File: src/design/a51kg_pkg.sv
`default_nettype none
package a51kg_pkg;

    // register lengths
    localparam int unsigned LEN_FIRST  = 19;
    localparam int unsigned LEN_SECOND = 22;
    localparam int unsigned LEN_THIRD  = 23;

    // field widths
    localparam int unsigned OP_W  = 2;
    localparam int unsigned FN_W  = 22;
    localparam int unsigned KEY_W = 64;

    // feedback taps, bit i set when index i is a tap
    localparam logic [LEN_FIRST-1:0]  TAPS_FIRST  = 19'h00027;
    localparam logic [LEN_SECOND-1:0] TAPS_SECOND = 22'h000003;
    localparam logic [LEN_THIRD-1:0]  TAPS_THIRD  = 23'h008007;

    // clocking bit positions
    localparam int unsigned CLK_FIRST  = 10;
    localparam int unsigned CLK_SECOND = 11;
    localparam int unsigned CLK_THIRD  = 12;

    // frame start sequence lengths
    localparam int unsigned KEY_STEPS   = 64;
    localparam int unsigned FRAME_STEPS = 22;
    localparam int unsigned MIX_STEPS   = 100;
    localparam int unsigned CNT_W       = 7;

    // operation codes
    localparam logic [OP_W-1:0] OP_START = 2'd0;
    localparam logic [OP_W-1:0] OP_NEXT  = 2'd1;
    localparam logic [OP_W-1:0] OP_SEED  = 2'd2;

    // what the registers do in one cycle
    typedef enum logic [2:0] {
        STEP_HOLD,
        STEP_LOAD,
        STEP_CLEAR,
        STEP_FORCE,
        STEP_MAJ
    } t_step_mode;

    typedef struct packed {
        t_step_mode mode;
        logic       inj;
    } t_step_ctl;

endpackage
`default_nettype wire

File: src/design/a51kg_ifs.sv
`default_nettype none
// input item channel
interface a51kg_in_if;
    logic                                valid;
    logic                                ready;
    logic [a51kg_pkg::OP_W-1:0]          op;
    logic [a51kg_pkg::FN_W-1:0]          frame_id;
    logic [a51kg_pkg::LEN_FIRST-1:0]     seed_first;
    logic [a51kg_pkg::LEN_SECOND-1:0]    seed_second;
    logic [a51kg_pkg::LEN_THIRD-1:0]     seed_third;

    modport source (
        output valid, op, frame_id, seed_first, seed_second, seed_third,
        input  ready
    );
    modport sink (
        input  valid, op, frame_id, seed_first, seed_second, seed_third,
        output ready
    );
endinterface

// result item channel
interface a51kg_out_if;
    logic valid;
    logic ready;
    logic keystream_bit;

    modport source (output valid, keystream_bit, input ready);
    modport sink (input valid, keystream_bit, output ready);
endinterface
`default_nettype wire

File: src/design/a51kg_lfsr.sv
`default_nettype none
module a51kg_lfsr (
    input  wire logic                              i_clk,
    input  wire logic                              i_rst_n,
    input  wire a51kg_pkg::t_step_ctl              i_step,
    input  wire logic [a51kg_pkg::LEN_FIRST-1:0]   i_seed_first,
    input  wire logic [a51kg_pkg::LEN_SECOND-1:0]  i_seed_second,
    input  wire logic [a51kg_pkg::LEN_THIRD-1:0]   i_seed_third,
    output logic                                   o_keystream
);

    logic [a51kg_pkg::LEN_FIRST-1:0]  r_first,  n_first;
    logic [a51kg_pkg::LEN_SECOND-1:0] r_second, n_second;
    logic [a51kg_pkg::LEN_THIRD-1:0]  r_third,  n_third;

    logic fb_first, fb_second, fb_third;
    logic ca, cb, cc, maj;
    logic mv_first, mv_second, mv_third;

    // feedback: tap parity plus injected bit (zero outside forced clocking)
    assign fb_first  = (^(r_first  & a51kg_pkg::TAPS_FIRST))  ^ i_step.inj;
    assign fb_second = (^(r_second & a51kg_pkg::TAPS_SECOND)) ^ i_step.inj;
    assign fb_third  = (^(r_third  & a51kg_pkg::TAPS_THIRD))  ^ i_step.inj;

    // majority vote of the clocking bits
    assign ca  = r_first[a51kg_pkg::CLK_FIRST];
    assign cb  = r_second[a51kg_pkg::CLK_SECOND];
    assign cc  = r_third[a51kg_pkg::CLK_THIRD];
    assign maj = (ca & cb) | (ca & cc) | (cb & cc);

    assign o_keystream = r_first[0] ^ r_second[0] ^ r_third[0];

    // which registers move this cycle
    always_comb begin
        mv_first  = 1'b0;
        mv_second = 1'b0;
        mv_third  = 1'b0;
        unique case (i_step.mode)
            a51kg_pkg::STEP_FORCE: begin
                mv_first  = 1'b1;
                mv_second = 1'b1;
                mv_third  = 1'b1;
            end
            a51kg_pkg::STEP_MAJ: begin
                mv_first  = (ca == maj);
                mv_second = (cb == maj);
                mv_third  = (cc == maj);
            end
            default: begin
                mv_first  = 1'b0;
                mv_second = 1'b0;
                mv_third  = 1'b0;
            end
        endcase
    end

    // next register contents
    always_comb begin
        n_first  = r_first;
        n_second = r_second;
        n_third  = r_third;
        if (i_step.mode == a51kg_pkg::STEP_LOAD) begin
            n_first  = i_seed_first;
            n_second = i_seed_second;
            n_third  = i_seed_third;
        end else if (i_step.mode == a51kg_pkg::STEP_CLEAR) begin
            n_first  = '0;
            n_second = '0;
            n_third  = '0;
        end else begin
            if (mv_first) begin
                n_first = {fb_first, r_first[a51kg_pkg::LEN_FIRST-1:1]};
            end
            if (mv_second) begin
                n_second = {fb_second, r_second[a51kg_pkg::LEN_SECOND-1:1]};
            end
            if (mv_third) begin
                n_third = {fb_third, r_third[a51kg_pkg::LEN_THIRD-1:1]};
            end
        end
    end

    always_ff @(posedge i_clk) begin
        if (!i_rst_n) begin
            r_first  <= '0;
            r_second <= '0;
            r_third  <= '0;
        end else begin
            r_first  <= n_first;
            r_second <= n_second;
            r_third  <= n_third;
        end
    end

endmodule
`default_nettype wire

File: src/design/a51kg_ctrl.sv
`default_nettype none
module a51kg_ctrl (
    input  wire logic                           i_clk,
    input  wire logic                           i_rst_n,
    input  wire logic                           i_cfg_we,
    input  wire logic [a51kg_pkg::KEY_W-1:0]    i_cfg_data,
    input  wire logic                           i_accept,
    input  wire logic [a51kg_pkg::OP_W-1:0]     i_op,
    input  wire logic [a51kg_pkg::FN_W-1:0]     i_frame_id,
    output a51kg_pkg::t_step_ctl                o_step,
    output logic                                o_busy
);

    typedef enum logic [1:0] {
        ST_IDLE,
        ST_KEY,
        ST_FRAME,
        ST_MIX
    } t_state;

    localparam logic [a51kg_pkg::CNT_W-1:0] KEY_LAST =
        a51kg_pkg::CNT_W'(a51kg_pkg::KEY_STEPS - 1);
    localparam logic [a51kg_pkg::CNT_W-1:0] FRAME_LAST =
        a51kg_pkg::CNT_W'(a51kg_pkg::FRAME_STEPS - 1);
    localparam logic [a51kg_pkg::CNT_W-1:0] MIX_LAST =
        a51kg_pkg::CNT_W'(a51kg_pkg::MIX_STEPS - 1);

    t_state                          r_state;
    logic [a51kg_pkg::CNT_W-1:0]     r_cnt;
    logic [a51kg_pkg::KEY_W-1:0]     r_session_key;
    logic [a51kg_pkg::KEY_W-1:0]     r_key_sr;
    logic [a51kg_pkg::FN_W-1:0]      r_fn_sr;
    logic                            start;

    assign start  = i_accept && (i_op == a51kg_pkg::OP_START);
    assign o_busy = (r_state != ST_IDLE);

    // register command for this cycle
    always_comb begin
        o_step = '{mode: a51kg_pkg::STEP_HOLD, inj: 1'b0};
        unique case (r_state)
            ST_IDLE: begin
                if (i_accept) begin
                    unique case (i_op)
                        a51kg_pkg::OP_START: o_step.mode = a51kg_pkg::STEP_CLEAR;
                        a51kg_pkg::OP_NEXT:  o_step.mode = a51kg_pkg::STEP_MAJ;
                        a51kg_pkg::OP_SEED:  o_step.mode = a51kg_pkg::STEP_LOAD;
                        default:             o_step.mode = a51kg_pkg::STEP_HOLD;
                    endcase
                end
            end
            ST_KEY: begin
                o_step.mode = a51kg_pkg::STEP_FORCE;
                o_step.inj  = r_key_sr[0];
            end
            ST_FRAME: begin
                o_step.mode = a51kg_pkg::STEP_FORCE;
                o_step.inj  = r_fn_sr[0];
            end
            ST_MIX: begin
                o_step.mode = a51kg_pkg::STEP_MAJ;
            end
            default: begin
                o_step.mode = a51kg_pkg::STEP_HOLD;
            end
        endcase
    end

    // frame start sequencer and key register
    always_ff @(posedge i_clk) begin
        if (!i_rst_n) begin
            r_state       <= ST_IDLE;
            r_cnt         <= '0;
            r_session_key <= '0;
        end else begin
            if (i_cfg_we) begin
                r_session_key <= i_cfg_data;
            end
            unique case (r_state)
                ST_IDLE: begin
                    r_cnt <= '0;
                    if (start) begin
                        r_state <= ST_KEY;
                    end
                end
                ST_KEY: begin
                    if (r_cnt == KEY_LAST) begin
                        r_cnt   <= '0;
                        r_state <= ST_FRAME;
                    end else begin
                        r_cnt <= r_cnt + 1'b1;
                    end
                end
                ST_FRAME: begin
                    if (r_cnt == FRAME_LAST) begin
                        r_cnt   <= '0;
                        r_state <= ST_MIX;
                    end else begin
                        r_cnt <= r_cnt + 1'b1;
                    end
                end
                ST_MIX: begin
                    if (r_cnt == MIX_LAST) begin
                        r_cnt   <= '0;
                        r_state <= ST_IDLE;
                    end else begin
                        r_cnt <= r_cnt + 1'b1;
                    end
                end
                default: begin
                    r_cnt   <= '0;
                    r_state <= ST_IDLE;
                end
            endcase
        end
    end

    // key and frame number shift out one bit per cycle, bit 0 first
    always_ff @(posedge i_clk) begin
        if (start && !o_busy) begin
            r_key_sr <= r_session_key;
            r_fn_sr  <= i_frame_id;
        end else begin
            if (r_state == ST_KEY) begin
                r_key_sr <= {1'b0, r_key_sr[a51kg_pkg::KEY_W-1:1]};
            end
            if (r_state == ST_FRAME) begin
                r_fn_sr <= {1'b0, r_fn_sr[a51kg_pkg::FN_W-1:1]};
            end
        end
    end

endmodule
`default_nettype wire

File: src/design/a51_keystream_generator_top.sv
// Keystream item (op 1): result in the output register in the cycle after acceptance,
//   one item per cycle while the result side keeps up.
// Seed load (op 2) and ignored codes leave the input open for the next item.
// Frame start (op 0) keeps the input closed after acceptance while 64 key bits and 22
//   frame bits are shifted in one per cycle, then during 100 majority steps.
// Synchronous active-low reset clears the three registers, the session key and the output.
`default_nettype none
module a51_keystream_generator_top (
    input  wire logic                          i_clk,
    input  wire logic                          i_rst_n,
    input  wire logic                          i_cfg_we,
    input  wire logic [a51kg_pkg::KEY_W-1:0]   i_cfg_data,
    a51kg_in_if.sink                           i_in,
    a51kg_out_if.source                        o_out
);

    a51kg_pkg::t_step_ctl step;
    logic                 busy;
    logic                 accept;
    logic                 ks_bit;
    logic                 r_out_valid;
    logic                 r_out_bit;

    // take a new item when the sequencer is free and the output slot can drain
    assign i_in.ready = !busy && (!r_out_valid || o_out.ready);
    assign accept     = i_in.valid && i_in.ready;

    a51kg_ctrl u_ctrl (
        .i_clk          (i_clk),
        .i_rst_n        (i_rst_n),
        .i_cfg_we       (i_cfg_we),
        .i_cfg_data     (i_cfg_data),
        .i_accept       (accept),
        .i_op           (i_in.op),
        .i_frame_id     (i_in.frame_id),
        .o_step         (step),
        .o_busy         (busy)
    );

    a51kg_lfsr u_lfsr (
        .i_clk         (i_clk),
        .i_rst_n       (i_rst_n),
        .i_step        (step),
        .i_seed_first  (i_in.seed_first),
        .i_seed_second (i_in.seed_second),
        .i_seed_third  (i_in.seed_third),
        .o_keystream   (ks_bit)
    );

    // output register
    always_ff @(posedge i_clk) begin
        if (!i_rst_n) begin
            r_out_valid <= 1'b0;
        end else if (accept && (i_in.op == a51kg_pkg::OP_NEXT)) begin
            r_out_valid <= 1'b1;
        end else if (o_out.ready) begin
            r_out_valid <= 1'b0;
        end
    end

    always_ff @(posedge i_clk) begin
        if (!i_rst_n) begin
            r_out_bit <= 1'b0;
        end else if (accept && (i_in.op == a51kg_pkg::OP_NEXT)) begin
            r_out_bit <= ks_bit;
        end
    end

    assign o_out.valid         = r_out_valid;
    assign o_out.keystream_bit = r_out_bit;

endmodule
`default_nettype wire

File: src/flat_wrapper.sv
// flat-port wrapper written by rule: the top's interface ports become plain ports
module a51_keystream_generator_top_flat 
  (i_clk, i_rst_n, i_cfg_we, i_cfg_data, i_in_valid, i_in_op, i_in_frame_id, i_in_seed_first, i_in_seed_second, i_in_seed_third, i_in_ready, o_out_valid, o_out_keystream_bit, o_out_ready);
  a51kg_in_if i_in_i ();
  a51kg_out_if o_out_i ();
  input  wire logic i_clk;
  input  wire logic i_rst_n;
  input  wire logic i_cfg_we;
  input  wire logic [a51kg_pkg::KEY_W-1:0] i_cfg_data;
  input wire logic [$bits(i_in_i.valid)-1:0] i_in_valid;
  input wire logic [$bits(i_in_i.op)-1:0] i_in_op;
  input wire logic [$bits(i_in_i.frame_id)-1:0] i_in_frame_id;
  input wire logic [$bits(i_in_i.seed_first)-1:0] i_in_seed_first;
  input wire logic [$bits(i_in_i.seed_second)-1:0] i_in_seed_second;
  input wire logic [$bits(i_in_i.seed_third)-1:0] i_in_seed_third;
  output wire logic [$bits(i_in_i.ready)-1:0] i_in_ready;
  output wire logic [$bits(o_out_i.valid)-1:0] o_out_valid;
  output wire logic [$bits(o_out_i.keystream_bit)-1:0] o_out_keystream_bit;
  input wire logic [$bits(o_out_i.ready)-1:0] o_out_ready;
  assign i_in_i.valid = i_in_valid;
  assign i_in_i.op = i_in_op;
  assign i_in_i.frame_id = i_in_frame_id;
  assign i_in_i.seed_first = i_in_seed_first;
  assign i_in_i.seed_second = i_in_seed_second;
  assign i_in_i.seed_third = i_in_seed_third;
  assign i_in_ready = i_in_i.ready;
  assign o_out_valid = o_out_i.valid;
  assign o_out_keystream_bit = o_out_i.keystream_bit;
  assign o_out_i.ready = o_out_ready;
  a51_keystream_generator_top u_core (.i_clk(i_clk), .i_rst_n(i_rst_n), .i_cfg_we(i_cfg_we), .i_cfg_data(i_cfg_data), .i_in(i_in_i), .o_out(o_out_i));
endmodule
File: config.mk
export PLATFORM = sky130hd
export DESIGN_NAME = a51_keystream_generator_top_flat
export DESIGN_NICKNAME = d
export VERILOG_FILES = /design/src/design/a51kg_pkg.sv /design/src/design/a51kg_ifs.sv /design/src/design/a51kg_lfsr.sv /design/src/design/a51kg_ctrl.sv /design/src/design/a51_keystream_generator_top.sv /design/src/flat_wrapper.sv
export SDC_FILE = /design/constraint.sdc
export NUM_CORES = 1
export LEC_CHECK = 0
export BUFFER_PORTS_ARGS = -buffer_cell sky130_fd_sc_hd__buf_2
export CORE_ASPECT_RATIO = 0.9
export CORE_MARGIN = 5
export CORE_UTILIZATION = 35
export DETAILED_ROUTE_END_ITERATION = 6
export GPL_ROUTABILITY_DRIVEN = 0
export SLEW_MARGIN = 5
export SYNTH_ARGS = -nofsm -noshare
export SYNTH_HDL_FRONTEND = slang
export SYNTH_SLANG_ARGS = --single-unit
File: constraint.sdc
create_clock -name i_clk -period 3.6 [get_ports i_clk]
set_clock_uncertainty 0.15 [all_clocks]
set_input_delay 0.54 -clock i_clk [delete_from_list [all_inputs] [get_ports i_clk]]
set_output_delay 0.54 -clock i_clk [all_outputs]
set_load 0.01 [all_outputs]
## Word-level counts from Yosys, hierarchy flattened

Index checks and enable logic that the tools add are counted.

- Logic and storage cells: 93
- Register bits after elaboration: 225
- Output and inout port bits: 3
- Input bits: 157

- Reduce and logical (&&, ||, !) cells: 22
- Mux-type cells: 31
- Add/sub/neg operators: 1
- Bitwise logic cells: 10
- Equal/unequal tests: 19

Operators with widths:

| operator | count |
|---|---|
| 2-to-1 mux 64 bit | 2 |
| 2-to-1 mux 22 bit | 5 |
| 2-to-1 mux 23 bit | 3 |
| 2-to-1 mux 19 bit | 3 |
| one-hot mux 7 bit (4 select lines) | 1 |
| parity 23 bit | 1 |
| parity 22 bit | 1 |
| 2-to-1 mux 7 bit | 3 |
| parity 19 bit | 1 |
| one-hot mux 3 bit (3 select lines) | 2 |
| nonzero test 3 bit | 3 |
| 2-to-1 mux 2 bit | 4 |
| inequality test 2 bit (second input constant) | 4 |
| one-hot mux 1 bit (2 select lines) | 4 |
| one-hot mux 2 bit (4 select lines) | 1 |
| nonzero test 2 bit | 4 |
| adder 7 x 1 -> 7 bit (second input constant) | 1 |
| equality test 7 x 5 -> 1 bit (second input constant) | 1 |
| equality test 7 x 6 -> 1 bit (second input constant) | 1 |
| equality test 7 bit (second input constant) | 1 |
| equality test 2 bit (second input constant) | 3 |
| equality test 3 x 2 -> 1 bit (second input constant) | 2 |
| logical AND 1 bit | 5 |
| XOR 1 bit | 5 |
| other kinds (13) | 22 |

## Logic depth before layout (Yosys ltp)

- Word-level depth: 11
- Depth in mapped cells: 9
- Gate-level depth less buffers: 7

## By module

Synthesis repeated with hierarchy kept, for this count alone.

- Cell total of the unflattened synthesis: 855
- Area total of the unflattened synthesis: 10259.8 um2

Modules (own cells, without submodules):

| module | area an instance (um2) | seq. area each (um2) | cells an instance | times used |
|---|---|---|---|---|
| a51kg_ctrl | 6581.3 | 4043.9 | 454 | 1 |
| a51kg_lfsr | 3568.4 | 1281.2 | 390 | 1 |
| a51_keystream_generator_top | 110.1 | 40.0 | 11 | 1 |

## Worst setup path after synthesis

OpenSTA, ideal clock, no wires.

- Path kind: register -> register
- From: register u_core.u_ctrl.r_state[0]
- To: register u_core.u_ctrl.r_key_sr[0] (netlist name), enable pin
- Stages on the path, launching flop included: 10
- Path slack: -96 ps
- Buffers on the path: 3
- Period minus slack after synthesis: 3696 ps
- Data arrival time: 3114 ps
- Data required time: 3018 ps
- Setup time: 432 ps
- Cell sequence: dfxtp_1 > inv_1 > ha_1 > nand2_2 > or2_1 > or3_1 > buf_2 > buf_6 > buf_6 > nand2b_1

- Longest elaborated chain between the ends: 7
- Elaborated cells between the ends (all ways): 8
- Classes of those cells: eq/ne (1); reduce/logical (7)

RTL lines:

| item | line | text |
|---|---|---|
| from (decl) | a51kg_ctrl.sv:28 | `t_state r_state;` |
| from (signal assigned) | a51kg_ctrl.sv:72 | `r_state <= ST_IDLE;` |
| from (signal assigned) | a51kg_ctrl.sv:83 | `r_state <= ST_KEY;` |
| from (signal assigned) | a51kg_ctrl.sv:89 | `r_state <= ST_FRAME;` |
| nonzero test 2 bit | a51kg_ctrl.sv:36 | `assign o_busy = (r_state != ST_IDLE);` |
| zero test 1 bit | a51kg_ctrl.sv:120, a51_keystream_generator_top.sv:25 |  |
| logical AND 1 bit | a51_keystream_generator_top.sv:25 | `assign i_in.ready = !busy && (!r_out_valid \|\| o_out.ready);` |
| logical AND 1 bit | a51_keystream_generator_top.sv:26 | `assign accept = i_in.valid && i_in.ready;` |
| logical AND 1 bit | a51kg_ctrl.sv:35 | `assign start = i_accept && (i_op == a51kg_pkg::OP_START);` |
| logical AND 1 bit | a51kg_ctrl.sv:120 | `if (start && !o_busy) begin` |
| nonzero test 2 bit (no line) * | -- |  |
| to (signal assigned) | a51kg_ctrl.sv:121 | `r_key_sr <= r_session_key;` |
| to (signal assigned) | a51kg_ctrl.sv:125 | `r_key_sr <= {1'b0, r_key_sr[a51kg_pkg::KEY_W-1:1]};` |
| to (decl) | a51kg_ctrl.sv:31 | `logic [a51kg_pkg::KEY_W-1:0] r_key_sr;` |

Mark *: on every way between the ends. The rest lies on a longest branch, timed or not.
A chain may end at the register's enable or synchronous reset.

## Worst setup path in the final report

- From: register u_core.u_ctrl.r_state[1]
- To: register u_core.u_ctrl.r_key_sr[0] (netlist name), enable pin

The elaborated chain is that of the path after synthesis.

==> flow_metrics.py <==
metrics = {
    "global_route": {
        "grt_usage": 0.127,
        "grt_antenna_before_repair": 2,
        "grt_pass1_vias": 6559,
        "overflow": 0,
        "grt_max_degree": 65,
        "grtUsageMet3": 0.0318,
        "use_met1": 0.186,
        "grt_util_met2": 0.194,
        "grt_pass1_wl_microns": 34000,
        "grt.busiest_layer": "met2",
    },
    "clock_tree": {
        "h-tree-depth": 1,
        "clockRootBuffer": "clkbuf_16",
        "clk_latency_ps": 510,
        "clk_pin_slew_ps": 60,
        "cts_made_buffers": 25,
        "cts_buffer_depth": 3,
        "cts_resized": 0,
        "tritoncts": "yes",
        "cts_hold_buf": 0,
        "post_cts.repair.setup_buffers": 0,
        "numClockSinks": 225,
    },
    "critical_path": {
        "cp.arrival_ps": 2830,
        "critPathMaxFanout": 45,
        "crit_chain": "inv_1 -> ha_1 -> nand2_2 -> or2_1 -> or3_4 -> nand2b_4 -> buf_12",
        "cpPeakStageDelay_ps": 590,
        "critical_path_class": "register to register",
        "crit_path_start_kind": "register",
        "slowest_stage": "or3_4",
        "critPathBufInv": 2,
        "critPathRequiredTime_ps": 3640,
        "cp-end-kind": "register",
        "cp_top_family": "simple AND/OR/NAND/NOR gates",
    },
    "synthesis": {
        "yosys.area_share.simple": 0.154,
        "synth_cells": 848,
        "ys_warn_count": 0,
        "synth_mux_area_frac": 0.168,
        "synthFlopType": "dfxtp_1",
        "synth_top_family_by_area": "multiplexers",
        "ys_types": 37,
        "yosysSeqAreaShare": 0.547,
        "syn-num-nets": 1012,
        "async_reset_ff_frac": 0,
        "synth_xor_area_frac": 0.0152,
        "synth_seq_cells": 225,
        "synth_fa_ha_area_frac": 0.00892,
        "synth.cell_area_sq_um": 9810,
        "synth_edf_count": 86,
        "synth_compound_area_frac": 0.0739,
        "avgSynthCellArea_sq_um": 11.6,
    },
    "floorplan": {
        "core.rowCount": 58,
        "die_w_microns": 187,
        "die-area_sq_um": 31500,
        "initial_utilization": 0.353,
        "die_h_microns": 169,
        "io_pins": 160,
        "core_sq_um": 27800,
    },
    "timing": {
        "period_share": 0.775,
        "slew_viol_final": 0,
        "max_freq_mhz": 359,
        "tightestPinTransition_ps": 1110,
        "finalSetupViolations": 0,
        "period_needed_ps": 2790,
        "hold_violations": 0,
        "rsz0062_at_grt": "false",
        "slew_headroom": 0.257,
        "tns_ps": 0,
    },
    "final_layout": {
        "drive_gt1_frac": 0.302,
        "finalNetCount": 1144,
        "antenna_cells": 0,
        "multi_input_area_sq_um": 4150,
        "final_common_cell": "buf_2",
        "area_delta_synth_final_pct": 20.1,
        "final_cell_mix": "buf_2, dfxtp_1, nand3_1",
        "stdcell_count": 1359,
        "regArea_sq_um": 5370,
        "num-fill-cells": 2705,
    },
    "drt": {
        "via_per_inst": 4.94,
        "wire_per_inst_microns": 15.4,
        "route.detailed.drc": 0,
        "vias": 6714,
        "drtIter0Drc": 347,
        "detail-route-antenna-nets": 0,
        "routed_wl_microns": 21000,
        "firstDrtPassIters": 4,
    },
    "power_and_ir_drop": {
        "p_leak_nw": 5.23,
        "powerDensity_nw_per_um2": 742,
        "ir_drop_uv": 311,
    },
    "flow_run": {
        "cap_violations": 0,
    },
    "placed_design": {
        "dp_hpwl_microns": 13500,
        "port_buffers": 159,
        "post-place-cells": 1313,
    },
    "worst_hold_path": {
        "hold_class": "input pin to register",
    },
    "run_status": {
        "status": "complete, no violations",
    },
}
## metrics by stage
| stage | setup WS [ps] | cell area, sq um | power (W) | hold WS [ps] | util |
|---|---|---|---|---|---|
| 6_report | 812 | 11800 | 0.00875 | 135 | 0.424 |
| 5_1_grt | 650 | 11800 | 0.00931 | 122 | 0.424 |
| 4_1_cts | 790 | 11800 | 0.00888 | 111 | 0.424 |
| 3_5_place_dp | 653 | 10900 | 0.00618 | 306 | 0.393 |
| 3_3_place_gp | 714 | 10900 | 0.00612 | 294 | 0.393 |
| 2_1_floorplan | 625 | 9820 | 0.00560 | 280 | - |
## state kept, by name (all words and copies together), names as in the netlist
signal / cells
u_core.u_lfsr.r_first: 19
u_core.u_ctrl.r_key_sr: 64
u_core.o_out.keystream_bit: 1
u_core.u_ctrl.r_fn_sr: 22
u_core.u_ctrl.r_state: 2
u_core.u_ctrl.r_session_key: 64
u_core.u_ctrl.r_cnt: 7
u_core.o_out.valid: 1
u_core.u_lfsr.r_third: 23
u_core.u_lfsr.r_second: 22
## kinds of logic (layout without fill, tap and decap cells)
group | Yosys count | in the layout
buffers and inverters | 73 | 224
xor gates and xnor gates | 17 | 17
adders and majority gates | 7 | 7
and+or+nand+nor | 296 | 296
AOI/OAI and AO/OA | 78 | 78
muxes | 152 | 152
DFF | 225 | 225
## path summary, 6_finish.rpt
check / start / to / slack, ps / cells after the start
worst min-delay path: i_cfg_data[20] / u_core.u_ctrl.r_session_key[20]$_SDFFE_PN0P_ / 140 / 3
worst max-delay path: u_core.u_ctrl.r_state[1]$_SDFFE_PN0P_ / u_core.u_ctrl.r_key_sr[0]$_DFFE_PP_ / 810 / 7
worst max register to register: u_core.u_ctrl.r_state[1]$_SDFFE_PN0P_ / u_core.u_ctrl.r_key_sr[0]$_DFFE_PP_ / 810 / 7
worst min register to register: u_core.u_ctrl.r_cnt[0]$_SDFF_PN0_ / u_core.u_ctrl.r_cnt[0]$_SDFF_PN0_ / 320 / 1
## cell type report
| cell class | instances | share of cell area |
|---|---|---|
| inverters | 6 | 0.00191 |
| clock inverters | 14 | 0.0144 |
| clock buffers | 32 | 0.0587 |
| multi-input cells | 550 | 0.352 |
| flip-flops and latches | 225 | 0.455 |
| repair buffers | 172 | 0.0794 |
| well taps | 360 | 0.0382 |
## synth_stat cells (2+ instances only)
cell,n,area share
buf_1,7,0.0027
o21ai_0,6,0.0031
or4b_2,2,0.0020
o211a_1,62,0.063
nand3_1,129,0.066
inv_1,6,0.0023
nand2_1,69,0.026
a211o_1,2,0.0018
buf_6,2,0.0023
mux2_2,78,0.089
nor2b_1,69,0.044
buf_2,28,0.014
nor2_1,12,0.0046
a31oi_1,3,0.0019
mux2i_1,68,0.069
ha_1,7,0.0089
nand2b_1,4,0.0025
nand3b_1,3,0.0023
clkbuf_1,30,0.011
xnor2_1,13,0.012
dfxtp_1,139,0.28
xor2_1,4,0.0036
edfxtp_1,86,0.26
mux2_4,6,0.0092
## worst reg2reg max path, cell delays in order (launching register included)
cell and delay, ps:
dfxtp_1 340, inv_1 120, ha_1 250, nand2_2 110, or2_1 240, or3_4 590
nand2b_4 360, buf_12 300
## per-layer routing
| metal | up-vias | routed length (microns) |
|---|---|---|
| li1 | 3314 | - |
| met1 | 3201 | 10200 |
| met2 | 164 | 9120 |
| met3 | 31 | 1270 |
| met4 | 4 | 393 |
| met5 | - | 25 |
## power breakdown
| group | leakage, nW | internal, W | switching, W |
|---|---|---|---|
| Sequential | 1.95 | 0.00340 | 0.000241 |
| Clock | 0.430 | 0.00164 | 0.00101 |
| Combinational | 2.85 | 0.00111 | 0.00135 |
| Total | 5.23 | 0.00615 | 0.00260 |
Power figures use the tool's default switching activity.
